<file path="config.mk">
export PLATFORM = sky130hd
export DESIGN_NAME = cigar_string_tokenizer
export DESIGN_NICKNAME = d
export VERILOG_FILES = /design/src/rtl/cst_pkg.sv /design/src/rtl/cigar_string_tokenizer.sv /design/src/rtl/cst_queue.sv /design/src/rtl/cst_front.sv /design/src/rtl/cst_back.sv
export SDC_FILE = /design/constraint.sdc
export NUM_CORES = 1
export LEC_CHECK = 0
export BUFFER_PORTS_ARGS = -buffer_cell sky130_fd_sc_hd__buf_4
export CORE_ASPECT_RATIO = 1.5
export CORE_MARGIN = 2
export CORE_UTILIZATION = 50
export CTS_CLUSTER_SIZE = 40
export DETAILED_ROUTE_END_ITERATION = 10
export PLACE_DENSITY = 0.69
export REMOVE_ABC_BUFFERS = 1
export SLEW_MARGIN = 20
export SYNTH_ARGS = -nofsm -noshare
export SYNTH_HDL_FRONTEND = slang
export SYNTH_SLANG_ARGS = --single-unit
</file>
<file path="constraint.sdc">
create_clock -name clk -period 12.7 [get_ports clk]
set_clock_uncertainty 0.2 [all_clocks]
set_input_delay 1.905 -clock clk [delete_from_list [all_inputs] [get_ports clk]]
set_output_delay 1.905 -clock clk [all_outputs]
set_load 0.02 [all_outputs]
</file>
<file path="src/rtl/cst_pkg.sv">
`timescale 1ns / 1ps
// cst_pkg: shared types and constants of the cigar string tokenizer
// used by cst_front, cst_back and the top level; no dependencies

package cst_pkg;

  // result kinds as they appear on the kind port
  typedef enum logic [1:0] {
    KIND_OP    = 2'd0,
    KIND_VALID = 2'd1,
    KIND_ERROR = 2'd2
  } kind_t;

  localparam int KIND_W      = 2;
  localparam int CODE_W      = 8;
  localparam int CFG_INDEX_W = 8;
  localparam int CFG_DATA_W  = 64;
  localparam int MASK_W      = 256;

  // configuration register indexes
  localparam logic [CFG_INDEX_W-1:0] REG_OP_MASK_0 = 8'd0;
  localparam logic [CFG_INDEX_W-1:0] REG_OP_MASK_1 = 8'd1;
  localparam logic [CFG_INDEX_W-1:0] REG_OP_MASK_2 = 8'd2;
  localparam logic [CFG_INDEX_W-1:0] REG_OP_MASK_3 = 8'd3;

  // character codes
  localparam logic [CODE_W-1:0] CHAR_END  = 8'h00;
  localparam logic [CODE_W-1:0] CHAR_ZERO = 8'h30;
  localparam logic [CODE_W-1:0] CHAR_NINE = 8'h39;

  // depth of the token queue between front and back
  localparam int QUEUE_DEPTH = 4;

endpackage

</file>
<file path="src/rtl/cigar_string_tokenizer.sv">
`timescale 1ns / 1ps
// cigar_string_tokenizer: streaming CIGAR string splitter, top level
// depends on cst_pkg, cst_front, cst_queue, cst_back
//
// usage
//   char channel: one string byte per request (char_in), a zero byte ends the
//   string. digits build a run length, any other byte is an operation code
//   result channel: kind 0 gives op_code and op_length of a kept operation,
//   kind 1 marks a valid string end, kind 2 a parse error with char_position
//   config port: cfg_write with cfg_index 0..3 loads the 64-bit slices of the
//   256-bit operation mask; other indexes are ignored. write only when idle
// timing
//   one byte per cycle sustained while the token queue has room. the byte that
//   closes a result is written into the token queue, and the output register
//   then loads it from the queue head once the output register is free or
//   not stalled. bytes that close nothing produce no result
// stall behavior
//   the front keeps taking bytes while the four-entry token queue has room,
//   so a stalled receiver only pushes back on char_stall once the queue and
//   the output register are full
// reset
//   synchronous, active high: clears run length, pending flag, character
//   count, queue and output valid; the mask returns to all ones (keep all)

module cigar_string_tokenizer #(
  parameter int LENGTH_WIDTH   = 28,
  parameter int POSITION_WIDTH = 16
) (
  input  logic                            clk,
  input  logic                            rst,
  // char channel
  input  logic                            char_valid,
  output logic                            char_stall,
  input  logic [cst_pkg::CODE_W-1:0]      char_in,
  // result channel
  output logic                            result_valid,
  input  logic                            result_stall,
  output logic [cst_pkg::KIND_W-1:0]      kind,
  output logic [cst_pkg::CODE_W-1:0]      op_code,
  output logic [LENGTH_WIDTH-1:0]         op_length,
  output logic [POSITION_WIDTH-1:0]       char_position,
  // config write port
  input  logic                            cfg_write,
  input  logic [cst_pkg::CFG_INDEX_W-1:0] cfg_index,
  input  logic [cst_pkg::CFG_DATA_W-1:0]  cfg_data
);

  // packed token: kind, code, length, position
  localparam int ENTRY_W = cst_pkg::KIND_W + cst_pkg::CODE_W + LENGTH_WIDTH + POSITION_WIDTH;

  logic               push;
  logic [ENTRY_W-1:0] push_data;
  logic               pop;
  logic [ENTRY_W-1:0] head_data;
  logic               queue_full;
  logic               queue_empty;

  // front: classifies bytes and tracks the open run
  cst_front #(
    .LENGTH_WIDTH   (LENGTH_WIDTH),
    .POSITION_WIDTH (POSITION_WIDTH)
  ) u_front (
    .clk        (clk),
    .rst        (rst),
    .char_valid (char_valid),
    .char_in    (char_in),
    .char_stall (char_stall),
    .queue_full (queue_full),
    .push       (push),
    .push_data  (push_data)
  );

  // decoupling queue between front and back
  cst_queue #(
    .WIDTH (ENTRY_W),
    .DEPTH (cst_pkg::QUEUE_DEPTH)
  ) u_queue (
    .clk       (clk),
    .rst       (rst),
    .push      (push),
    .push_data (push_data),
    .pop       (pop),
    .head_data (head_data),
    .full      (queue_full),
    .empty     (queue_empty)
  );

  // back: mask filter and output register
  cst_back #(
    .LENGTH_WIDTH   (LENGTH_WIDTH),
    .POSITION_WIDTH (POSITION_WIDTH)
  ) u_back (
    .clk           (clk),
    .rst           (rst),
    .cfg_write     (cfg_write),
    .cfg_index     (cfg_index),
    .cfg_data      (cfg_data),
    .head_data     (head_data),
    .queue_empty   (queue_empty),
    .pop           (pop),
    .result_valid  (result_valid),
    .result_stall  (result_stall),
    .kind          (kind),
    .op_code       (op_code),
    .op_length     (op_length),
    .char_position (char_position)
  );

endmodule

</file>
<file path="src/rtl/cst_queue.sv">
`timescale 1ns / 1ps
// cst_queue: small register fifo carrying packed tokens from front to back
// generic, no package dependencies

module cst_queue #(
  parameter int WIDTH = 54,
  parameter int DEPTH = 4
) (
  input  logic             clk,
  input  logic             rst,
  input  logic             push,
  input  logic [WIDTH-1:0] push_data,
  input  logic             pop,
  output logic [WIDTH-1:0] head_data,
  output logic             full,
  output logic             empty
);

  localparam int PTR_W = (DEPTH > 1) ? $clog2(DEPTH) : 1;
  localparam int CNT_W = $clog2(DEPTH + 1);
  localparam logic [PTR_W-1:0] LAST = PTR_W'(DEPTH - 1);
  localparam logic [CNT_W-1:0] FULL_COUNT = CNT_W'(DEPTH);

  logic [WIDTH-1:0] slots [DEPTH];
  logic [PTR_W-1:0] wr_ptr;
  logic [PTR_W-1:0] rd_ptr;
  logic [CNT_W-1:0] count;
  logic [CNT_W-1:0] count_next;

  assign full      = (count == FULL_COUNT);
  assign empty     = (count == '0);
  assign head_data = slots[rd_ptr];

  always_comb begin
    count_next = count;
    if (push && !pop) begin
      count_next = count + CNT_W'(1);
    end else if (pop && !push) begin
      count_next = count - CNT_W'(1);
    end
  end

  always_ff @(posedge clk) begin
    if (rst) begin
      wr_ptr <= '0;
      rd_ptr <= '0;
      count  <= '0;
    end else begin
      count <= count_next;
      if (push) begin
        wr_ptr <= (wr_ptr == LAST) ? '0 : wr_ptr + PTR_W'(1);
      end
      if (pop) begin
        rd_ptr <= (rd_ptr == LAST) ? '0 : rd_ptr + PTR_W'(1);
      end
    end
  end

  always_ff @(posedge clk) begin
    if (push) begin
      slots[wr_ptr] <= push_data;
    end
  end

endmodule

</file>
<file path="src/rtl/cst_front.sv">
`timescale 1ns / 1ps
// cst_front: accepts string bytes, builds run lengths and counts characters
// pushes operation and end-of-string tokens; depends on cst_pkg

module cst_front #(
  parameter int LENGTH_WIDTH   = 28,
  parameter int POSITION_WIDTH = 16,
  localparam int ENTRY_W = cst_pkg::KIND_W + cst_pkg::CODE_W + LENGTH_WIDTH + POSITION_WIDTH
) (
  input  logic                       clk,
  input  logic                       rst,
  input  logic                       char_valid,
  input  logic [cst_pkg::CODE_W-1:0] char_in,
  output logic                       char_stall,
  input  logic                       queue_full,
  output logic                       push,
  output logic [ENTRY_W-1:0]         push_data
);

  localparam int PROD_W = LENGTH_WIDTH + 4;

  logic [LENGTH_WIDTH-1:0]   length_accum;
  logic [LENGTH_WIDTH-1:0]   length_accum_next;
  logic                      op_pending;
  logic                      op_pending_next;
  logic [POSITION_WIDTH-1:0] char_count;
  logic [POSITION_WIDTH-1:0] char_count_next;

  logic                      accept;
  logic                      is_end;
  logic                      is_digit;
  logic [3:0]                digit;
  logic [PROD_W-1:0]         scaled;
  logic [PROD_W-1:0]         scaled_sum;
  logic                      overflow;

  cst_pkg::kind_t            tok_kind;
  logic [cst_pkg::CODE_W-1:0] tok_code;
  logic [LENGTH_WIDTH-1:0]   tok_length;
  logic [POSITION_WIDTH-1:0] tok_position;

  assign char_stall = queue_full;
  assign accept     = char_valid && !queue_full;
  assign is_end     = (char_in == cst_pkg::CHAR_END);
  assign is_digit   = (char_in >= cst_pkg::CHAR_ZERO) && (char_in <= cst_pkg::CHAR_NINE);
  assign digit      = 4'(char_in - cst_pkg::CHAR_ZERO);

  // times ten as shift and add, then saturate on any carry past the width
  assign scaled     = {1'b0, length_accum, 3'b000} + {3'b000, length_accum, 1'b0};
  assign scaled_sum = scaled + PROD_W'(digit);
  assign overflow   = (scaled_sum[PROD_W-1:LENGTH_WIDTH] != '0);

  always_comb begin
    length_accum_next = length_accum;
    op_pending_next   = op_pending;
    char_count_next   = char_count;
    push              = 1'b0;
    tok_kind          = cst_pkg::KIND_OP;
    tok_code          = '0;
    tok_length        = '0;
    tok_position      = '0;
    if (accept) begin
      if (is_end) begin
        push = 1'b1;
        if (op_pending) begin
          tok_kind     = cst_pkg::KIND_ERROR;
          tok_position = char_count;
        end else begin
          tok_kind = cst_pkg::KIND_VALID;
        end
        length_accum_next = '0;
        op_pending_next   = 1'b0;
        char_count_next   = '0;
      end else begin
        if (char_count != '1) begin
          char_count_next = char_count + POSITION_WIDTH'(1);
        end
        if (is_digit) begin
          length_accum_next = overflow ? '1 : scaled_sum[LENGTH_WIDTH-1:0];
          op_pending_next   = 1'b1;
        end else if (length_accum == '0) begin
          // operation without a run is skipped but stays open
          op_pending_next = 1'b1;
        end else begin
          push              = 1'b1;
          tok_kind          = cst_pkg::KIND_OP;
          tok_code          = char_in;
          tok_length        = length_accum;
          length_accum_next = '0;
          op_pending_next   = 1'b0;
        end
      end
    end
  end

  assign push_data = {tok_kind, tok_code, tok_length, tok_position};

  always_ff @(posedge clk) begin
    if (rst) begin
      length_accum <= '0;
      op_pending   <= 1'b0;
      char_count   <= '0;
    end else begin
      length_accum <= length_accum_next;
      op_pending   <= op_pending_next;
      char_count   <= char_count_next;
    end
  end

endmodule

</file>
<file path="src/rtl/cst_back.sv">
`timescale 1ns / 1ps
// cst_back: holds the operation mask, filters tokens and drives the result register
// depends on cst_pkg

module cst_back #(
  parameter int LENGTH_WIDTH   = 28,
  parameter int POSITION_WIDTH = 16,
  localparam int ENTRY_W = cst_pkg::KIND_W + cst_pkg::CODE_W + LENGTH_WIDTH + POSITION_WIDTH
) (
  input  logic                            clk,
  input  logic                            rst,
  input  logic                            cfg_write,
  input  logic [cst_pkg::CFG_INDEX_W-1:0] cfg_index,
  input  logic [cst_pkg::CFG_DATA_W-1:0]  cfg_data,
  input  logic [ENTRY_W-1:0]              head_data,
  input  logic                            queue_empty,
  output logic                            pop,
  output logic                            result_valid,
  input  logic                            result_stall,
  output logic [cst_pkg::KIND_W-1:0]      kind,
  output logic [cst_pkg::CODE_W-1:0]      op_code,
  output logic [LENGTH_WIDTH-1:0]         op_length,
  output logic [POSITION_WIDTH-1:0]       char_position
);

  localparam int POS_LO  = 0;
  localparam int LEN_LO  = POSITION_WIDTH;
  localparam int CODE_LO = POSITION_WIDTH + LENGTH_WIDTH;
  localparam int KIND_LO = CODE_LO + cst_pkg::CODE_W;

  logic [cst_pkg::CFG_DATA_W-1:0] op_mask_0;
  logic [cst_pkg::CFG_DATA_W-1:0] op_mask_1;
  logic [cst_pkg::CFG_DATA_W-1:0] op_mask_2;
  logic [cst_pkg::CFG_DATA_W-1:0] op_mask_3;
  logic [cst_pkg::MASK_W-1:0]     mask_all;

  cst_pkg::kind_t                 head_kind;
  logic [cst_pkg::CODE_W-1:0]     head_code;
  logic                           keep;
  logic                           load;
  cst_pkg::kind_t                 kind_reg;

  assign head_kind = cst_pkg::kind_t'(head_data[KIND_LO +: cst_pkg::KIND_W]);
  assign head_code = head_data[CODE_LO +: cst_pkg::CODE_W];
  assign mask_all  = {op_mask_3, op_mask_2, op_mask_1, op_mask_0};

  // end tokens always pass; operations only when their mask bit is set
  assign keep = (head_kind != cst_pkg::KIND_OP) || mask_all[head_code];
  assign pop  = !queue_empty && (!result_valid || !result_stall);
  assign load = pop && keep;
  assign kind = kind_reg;

  always_ff @(posedge clk) begin
    if (rst) begin
      op_mask_0 <= '1;
      op_mask_1 <= '1;
      op_mask_2 <= '1;
      op_mask_3 <= '1;
    end else if (cfg_write) begin
      unique case (cfg_index)
        cst_pkg::REG_OP_MASK_0: op_mask_0 <= cfg_data;
        cst_pkg::REG_OP_MASK_1: op_mask_1 <= cfg_data;
        cst_pkg::REG_OP_MASK_2: op_mask_2 <= cfg_data;
        cst_pkg::REG_OP_MASK_3: op_mask_3 <= cfg_data;
        default: ;
      endcase
    end
  end

  always_ff @(posedge clk) begin
    if (rst) begin
      result_valid <= 1'b0;
    end else if (load) begin
      result_valid <= 1'b1;
    end else if (!result_stall) begin
      result_valid <= 1'b0;
    end
  end

  always_ff @(posedge clk) begin
    if (load) begin
      kind_reg      <= head_kind;
      op_code       <= head_code;
      op_length     <= head_data[LEN_LO +: LENGTH_WIDTH];
      char_position <= head_data[POS_LO +: POSITION_WIDTH];
    end
  end

endmodule
</file>
==> impl_metrics.yaml, run 1 <==
place:
  io_buffers: 140
  dp.cells: 2856
  gp_congestion: 0.869
  dpl_cell_area_um2: 27200
  dpl.hpwl_mm: 40.5
  pre_cts_ws_ns: 6.36
clock_tree:
  htree_levels: 2
  cts_root_buf: "clkbuf_16"
  cts_resized: 0
  cts_setup_buffers: 0
  cts_buffers: 53
  clk_path_buf_depth: 3
  cts.clk_slew.worst_paths_ns: 0.07
  clock_latency_ns: 0.59
  hold_buffers: 0
  cts_tree: "yes"
  cts.sink_count: 581
finish:
  drive_gt1_frac: 0.148
  post_layout_nonfiller_instances: 2956
  layout.nets: 2385
  largest_register_ffs: 216
  antenna_cells: 0
  syn_to_final_growth_pct: 12.2
  design_area_um2: 29000
  top_register: "u_queue.slots"
route:
  drtPass1Iterations: 5
  drc: 0
  wl_per_cell_um: 21.4
  vias: 17300
  routed_wl_mm: 63.1
  final_antenna_net_count: 0
  drtIter0Drc: 1084
  via_per_inst: 5.84
logic_synthesis:
  synth_area_leader_cell: "edfxtp_1"
  syn_avg_cell_area_um2: 11.9
  synth_top_area_frac: 0.314
  ys.flop_type: "dfxtp_1"
  synth-seq-cells: 581
  yosysUniqueCellTypes: 72
  seq_area_frac_synth: 0.555
  yosysMostFrequentCell: "nand2_1"
  synth_cells: 2171
  yosys-top-cells-count: "320 x nand2_1, 311 x dfxtp_1, 270 x edfxtp_1"
  syn_area_um2: 25800
  async_flop_share: 0
  synthTopCellsByArea: "edfxtp_1 31%, dfxtp_1 24%, mux2i_1 5.1%, mux4_2 5.0%, nand2_1 4.7%"
  synth-edff-count: 270
  synth_warnings: 0
outcome:
  status: "finished, final reports clean"
timing:
  drv_slew: 0
  fmaxAchievable_mhz: 166
  rsz0062_at_grt: "no"
  hold-worst-slack_ns: 0.268
  slew_headroom: 0.319
  period_share: 0.474
  hold_violations: 0
  worstMarginPinSlew_ns: 1.02
  finalSetupViolations: 0
  fin_crit_ns: 6.02
  worst_slack_ns: 6.68
  setup_tns_ns: 0
critical_path:
  cp-end-kind: "flop"
  worstPathArrival_ns: 6.01
  cp-start-kind: "flop"
  critPathKind: "flop to flop"
  crit_fanout: 57
  required_ns: 12.70
floorplanning:
  die_w_um: 190
  dieHeight_um: 282
  rows: 102
  ios: 141
  core_um2: 51300
  die_area_um2: 53500
  start_util: 0.503
worst_hold_path:
  hp-class: "flop to flop"
pwr:
  power.density_nw_per_um2: 164
  p_leak_uw: 0.0116
  ir_drop_mv: 0.136
global_routing:
  grt-ovfl-total: 0
  grt_max_degree: 190
  grt_pass1_wl_mm: 98.3
  grt_pass1_vias: 17600
  antenna_found_initial: 3
  grt_usage: 0.235
job:
  drv_cap: 0
-- routing by layer --
| metal | GRT usage | vias up | part of all wire |
|---|---|---|---|
| li1 | - | 8113 | - |
| met1 | 0.273 | 8603 | 0.39 |
| met2 | 0.437 | 420 | 0.53 |
| met3 | 0.0329 | 133 | 0.047 |
| met4 | 0.0902 | 6 | 0.036 |
| met5 | 0 | - | 0.00051 |
-- final cells by class --
type	count	area, um^2
Sequential cell	581	14300
Inverter	18	72.6
Multi-Input combinational cell	1419	10700
Fill cell	4250	22300
Tap cell	676	846
Clock buffer	75	1550
Timing Repair Buffer	162	1230
Clock inverter	25	215
-- cell usage in the layout, fill, tap and decap left out, types with 47 or more instances in the layout --
cell | synthesis | layout
a211o_1 | 129 | 129
and3_1 | 48 | 47
buf_4 | 6 | 160
clkbuf_16 | 0 | 55
dfxtp_1 | 311 | 309
edfxtp_1 | 270 | 270
ha_1 | 62 | 62
mux2i_1 | 131 | 131
mux4_2 | 57 | 57
nand2_1 | 320 | 319
nand3b_1 | 128 | 128
nor2_1 | 64 | 63
nor2b_1 | 139 | 138
-- where the power goes --
| part | switching (uW) | internal, uW |
|---|---|---|
| clock network | 697 | 914 |
| registers | 61.9 | 2110 |
| logic | 606 | 359 |
| total | 1360 | 3380 |
-- critical path, cell delays in order (launching register included) --
cell,delay [ns]
dfxtp_4,0.54
mux2_4,0.45
inv_6,0.46
buf_4,0.87
mux2i_1,0.24
mux2i_1,0.38
o32ai_1,0.19
nor4b_1,0.41
nor4_1,0.16
nor4_1,0.59
o21ai_1,0.17
inv_2,0.19
buf_4,0.65
-- final timing paths --
kind / from / to / slack, ns / cells past startpoint
worst min-delay path: u_back.op_mask_2[14] / u_back.op_mask_2[14] / 0.27 / 2
worst max-delay path: flop / u_back.op_code[0] / 6.68 / 12
worst max register to register: flop / u_back.op_code[0] / 6.68 / 12
worst min register to register: u_back.op_mask_2[14] / u_back.op_mask_2[14] / 0.27 / 2
-- through the flow --
stage / power (uW) / utilization
detailed placement: 3180 / 0.530
global placement: 3180 / 0.530
finish: 4740 / 0.565
floorplan: 2780 / -
global route: 4920 / 0.565
CTS: 4790 / 0.565
-- cell families (layout without fill, tap and decap cells) --
kind of cell    count (synthesis)  count (layout)  share of synthesized area
simple gates                  806             806                      0.164
flops                         581             581                      0.555
compound gates                312             312                     0.0956
mux                           200             200                      0.109
buf+inv                       171             280                     0.0317
fa+ha+maj                      65              65                     0.0324
xor+xnor                       36              36                     0.0122
(Power assumes the default switching activity.)
==> inputs of run 2 (changes only) <==
--- a/config.mk
+++ b/config.mk
@@ -5,6 +5,7 @@
 export SDC_FILE = /design/constraint.sdc
 export NUM_CORES = 1
 export LEC_CHECK = 0
+export ABC_AREA = 1
 export BUFFER_PORTS_ARGS = -buffer_cell sky130_fd_sc_hd__buf_4
 export CORE_ASPECT_RATIO = 1.5
 export CORE_MARGIN = 2
==> constraint.sdc (replaced) <==
create_clock -name clk -period 5.7 [get_ports clk]
set_clock_uncertainty 0.2 [all_clocks]
set_input_delay 0.855 -clock clk [delete_from_list [all_inputs] [get_ports clk]]
set_output_delay 0.855 -clock clk [all_outputs]
set_load 0.02 [all_outputs]
==> run 2 against run 1 <==
Compared with the run above:
- synthesized area grew 1.7%
- sequential power grew 130%
- maximum frequency grew 30%
- final area grew 1.7%
==> impl_metrics.yaml, run 2 <==
logic_synthesis:
  synthXorXnorAreaFrac: 0.00834
  ys.flop_type: "dfxtp_1"
  muxShareOfSynthArea: 0
  synth_top_family_by_area: "simple AND/OR/NAND/NOR gates"
  synth-compound-area-share: 0.152
  synth_area_leader_cell: "edfxtp_1"
  synth_warnings: 0
  async_flop_share: 0
  synth-seq-cells: 581
  synth_fa_ha_area_frac: 0.0318
  yosys-top-cells-count: "627 x nand2_1, 311 x dfxtp_1, 287 x o211ai_1"
  synth_top_area_frac: 0.309
  yosysUniqueCellTypes: 53
  synth_cells: 2881
  syn_area_um2: 26300
  seq_area_frac_synth: 0.546
  synth-edff-count: 270
  yosysMostFrequentCell: "nand2_1"
  synthTopCellsByArea: "edfxtp_1 31%, dfxtp_1 24%, nand2_1 9.0%, o211ai_1 8.2%, nand3_1 4.1%"
  yosys.area_share.simple: 0.191
  syn_avg_cell_area_um2: 9.12
floorplanning:
  rows: 102
  start_util: 0.507
  dieHeight_um: 285
  die_w_um: 191
  ios: 141
  core_um2: 51800
  die_area_um2: 54400
clock_tree:
  cts_resized: 0
  hold_buffers: 0
  cts_tree: "yes"
  cts_setup_buffers: 0
  cts.sink_count: 581
  htree_levels: 2
  cts_root_buf: "clkbuf_16"
  cts_buffers: 53
  clock_latency_ns: 0.60
  clk_path_buf_depth: 3
  cts.clk_slew.worst_paths_ns: 0.06
critical_path:
  reg2reg_slack_ns: 1.06
  required_ns: 5.76
  cp-end-kind: "flop"
  rr_worst_depth: 16
  reg2reg_to: "u_back.op_code[0]"
  cp-start-kind: "flop"
  crit_fanout: 104
  critPathKind: "flop to flop"
  worstPathArrival_ns: 4.69
global_routing:
  grt_use_met3: 0.0338
  grt-ovfl-total: 0
  grt-busiest-layer: "met2"
  grt_max_degree: 158
  grt_use_met1: 0.307
  antenna_found_initial: 2
  grt_pass1_wl_mm: 109
  grt_usage: 0.249
  use_met2: 0.446
  grt_pass1_vias: 20100
route:
  wl_per_cell_um: 18.8
  routed_wl_mm: 68.2
  drtIter0Drc: 1656
  vias: 20800
  drc: 0
  via_per_inst: 5.73
  final_antenna_net_count: 0
  drtPass1Iterations: 6
finish:
  seqCellArea_um2: 14300
  syn_to_final_growth_pct: 12.2
  mostFrequentLayoutCell: "nand2_1"
  nFillCells: 4585
  top_register: "u_queue.slots"
  antenna_cells: 0
  largest_register_ffs: 216
  multi_input_area_um2: 10200
  post_layout_nonfiller_instances: 3632
  drive_gt1_frac: 0.104
  layout_common_cells: "621 x nand2_1, 309 x dfxtp_1, 287 x o211ai_1"
  layout.nets: 3062
outcome:
  status: "finished, final reports clean"
place:
  pre_cts_ws_ns: 1.31
  dp.cells: 3531
  io_buffers: 140
  gp_congestion: 0.909
  dpl.hpwl_mm: 44.3
pwr:
  power.density_nw_per_um2: 414
  ir_drop_mv: 0.413
  p_leak_uw: 0.0136
timing:
  drv_slew: 0
  finalSetupViolations: 0
  fmaxAchievable_mhz: 216
  worstMarginPinSlew_ns: 1.03
  worst_slack_ns: 1.06
  slew_headroom: 0.309
  rsz0062_at_grt: "no"
  fin_crit_ns: 4.64
  period_share: 0.814
  setup_tns_ns: 0
  hold_violations: 0
worst_hold_path:
  min_to: "u_back.op_mask_3[63]"
  hp-class: "flop to flop"
  hp-start: "u_back.op_mask_3[63]"
  hold_depth: 2
job:
  drv_cap: 0
run 2: cell count changes in the layout (fill, tap and decap cells not counted), moves of 64 or more:
cell / delta
a211o_1: -129
o211ai_1: +282
nand3_1: +190
inv_1: +238
o21ai_0: +119
mux2i_1: -131
nand2_1: +302
nor2_1: +100
nor2b_1: -138
nand3b_1: -64
run 2: cells by family (layout without fill, tap and decap cells):
logic type	count (synthesis)	count (layout)
compound gates	609	609
simple gates	1151	1151
flops	581	581
xor+xnor	25	25
buf+inv	450	525
fa+ha+maj	65	65
run 2: layout make-up:
class | instances | area share
clock inverter | 31 | 0.0112
multi-input combinational | 1850 | 0.345
sequential | 581 | 0.487
tap | 676 | 0.0287
clock buffer | 68 | 0.0498
inverter | 261 | 0.0334
timing repair buffer | 165 | 0.0450
run 2: report_power, final:
group | switching (uW) | total [uW] | internal (uW)
Combinational | 2540 | 3650 | 1110
Sequential | 203 | 4960 | 4750
Clock | 1610 | 3600 | 1990
run 2: metrics by stage:
step	utilization	hold slack (ns)	total power, uW	cell area (um^2)
after global routing	0.569	0.288	12800	29500
after detailed placement	0.533	0.253	8680	27600
after floorplan	-	0.237	7150	25400
after global placement	0.533	0.246	8630	27600
final	0.569	0.265	12200	29500
after CTS	0.568	0.268	12300	29400
run 2: how the worst max path moves through the flow:
stage | to | slack [ns] | depth (start not counted)
global placement | u_back.char_position[12] | 1.37 | 14
global route | u_back.op_code[0] | 0.70 | 16
finish | u_back.op_code[0] | 1.06 | 16
floorplan | u_back.char_position[0] | -3.24 | 17
CTS | u_back.op_length[27] | 1.30 | 14
detailed placement | u_back.op_length[10] | 1.31 | 14
run 2: layer usage:
layer  share of wire  up-vias
li1                -    10100
met1            0.41     9985
met2            0.51      637
met3           0.054      131
met4           0.027        4
met5         0.00041        -
run 2: worst max-delay path, cell delays in order (launching register included):
cell,delay (ns)
dfxtp_4,0.82
inv_2,0.16
buf_12,0.26
nand2_1,0.11
nand3_1,0.08
nand2_1,0.13
clkinv_1,0.81
nand3_1,0.40
nand3_1,0.11
nand3_1,0.13
nand3_1,0.14
nand3_1,0.10
nand3_1,0.10
nand3_1,0.12
nand2_1,0.09
inv_2,0.18
buf_12,0.33
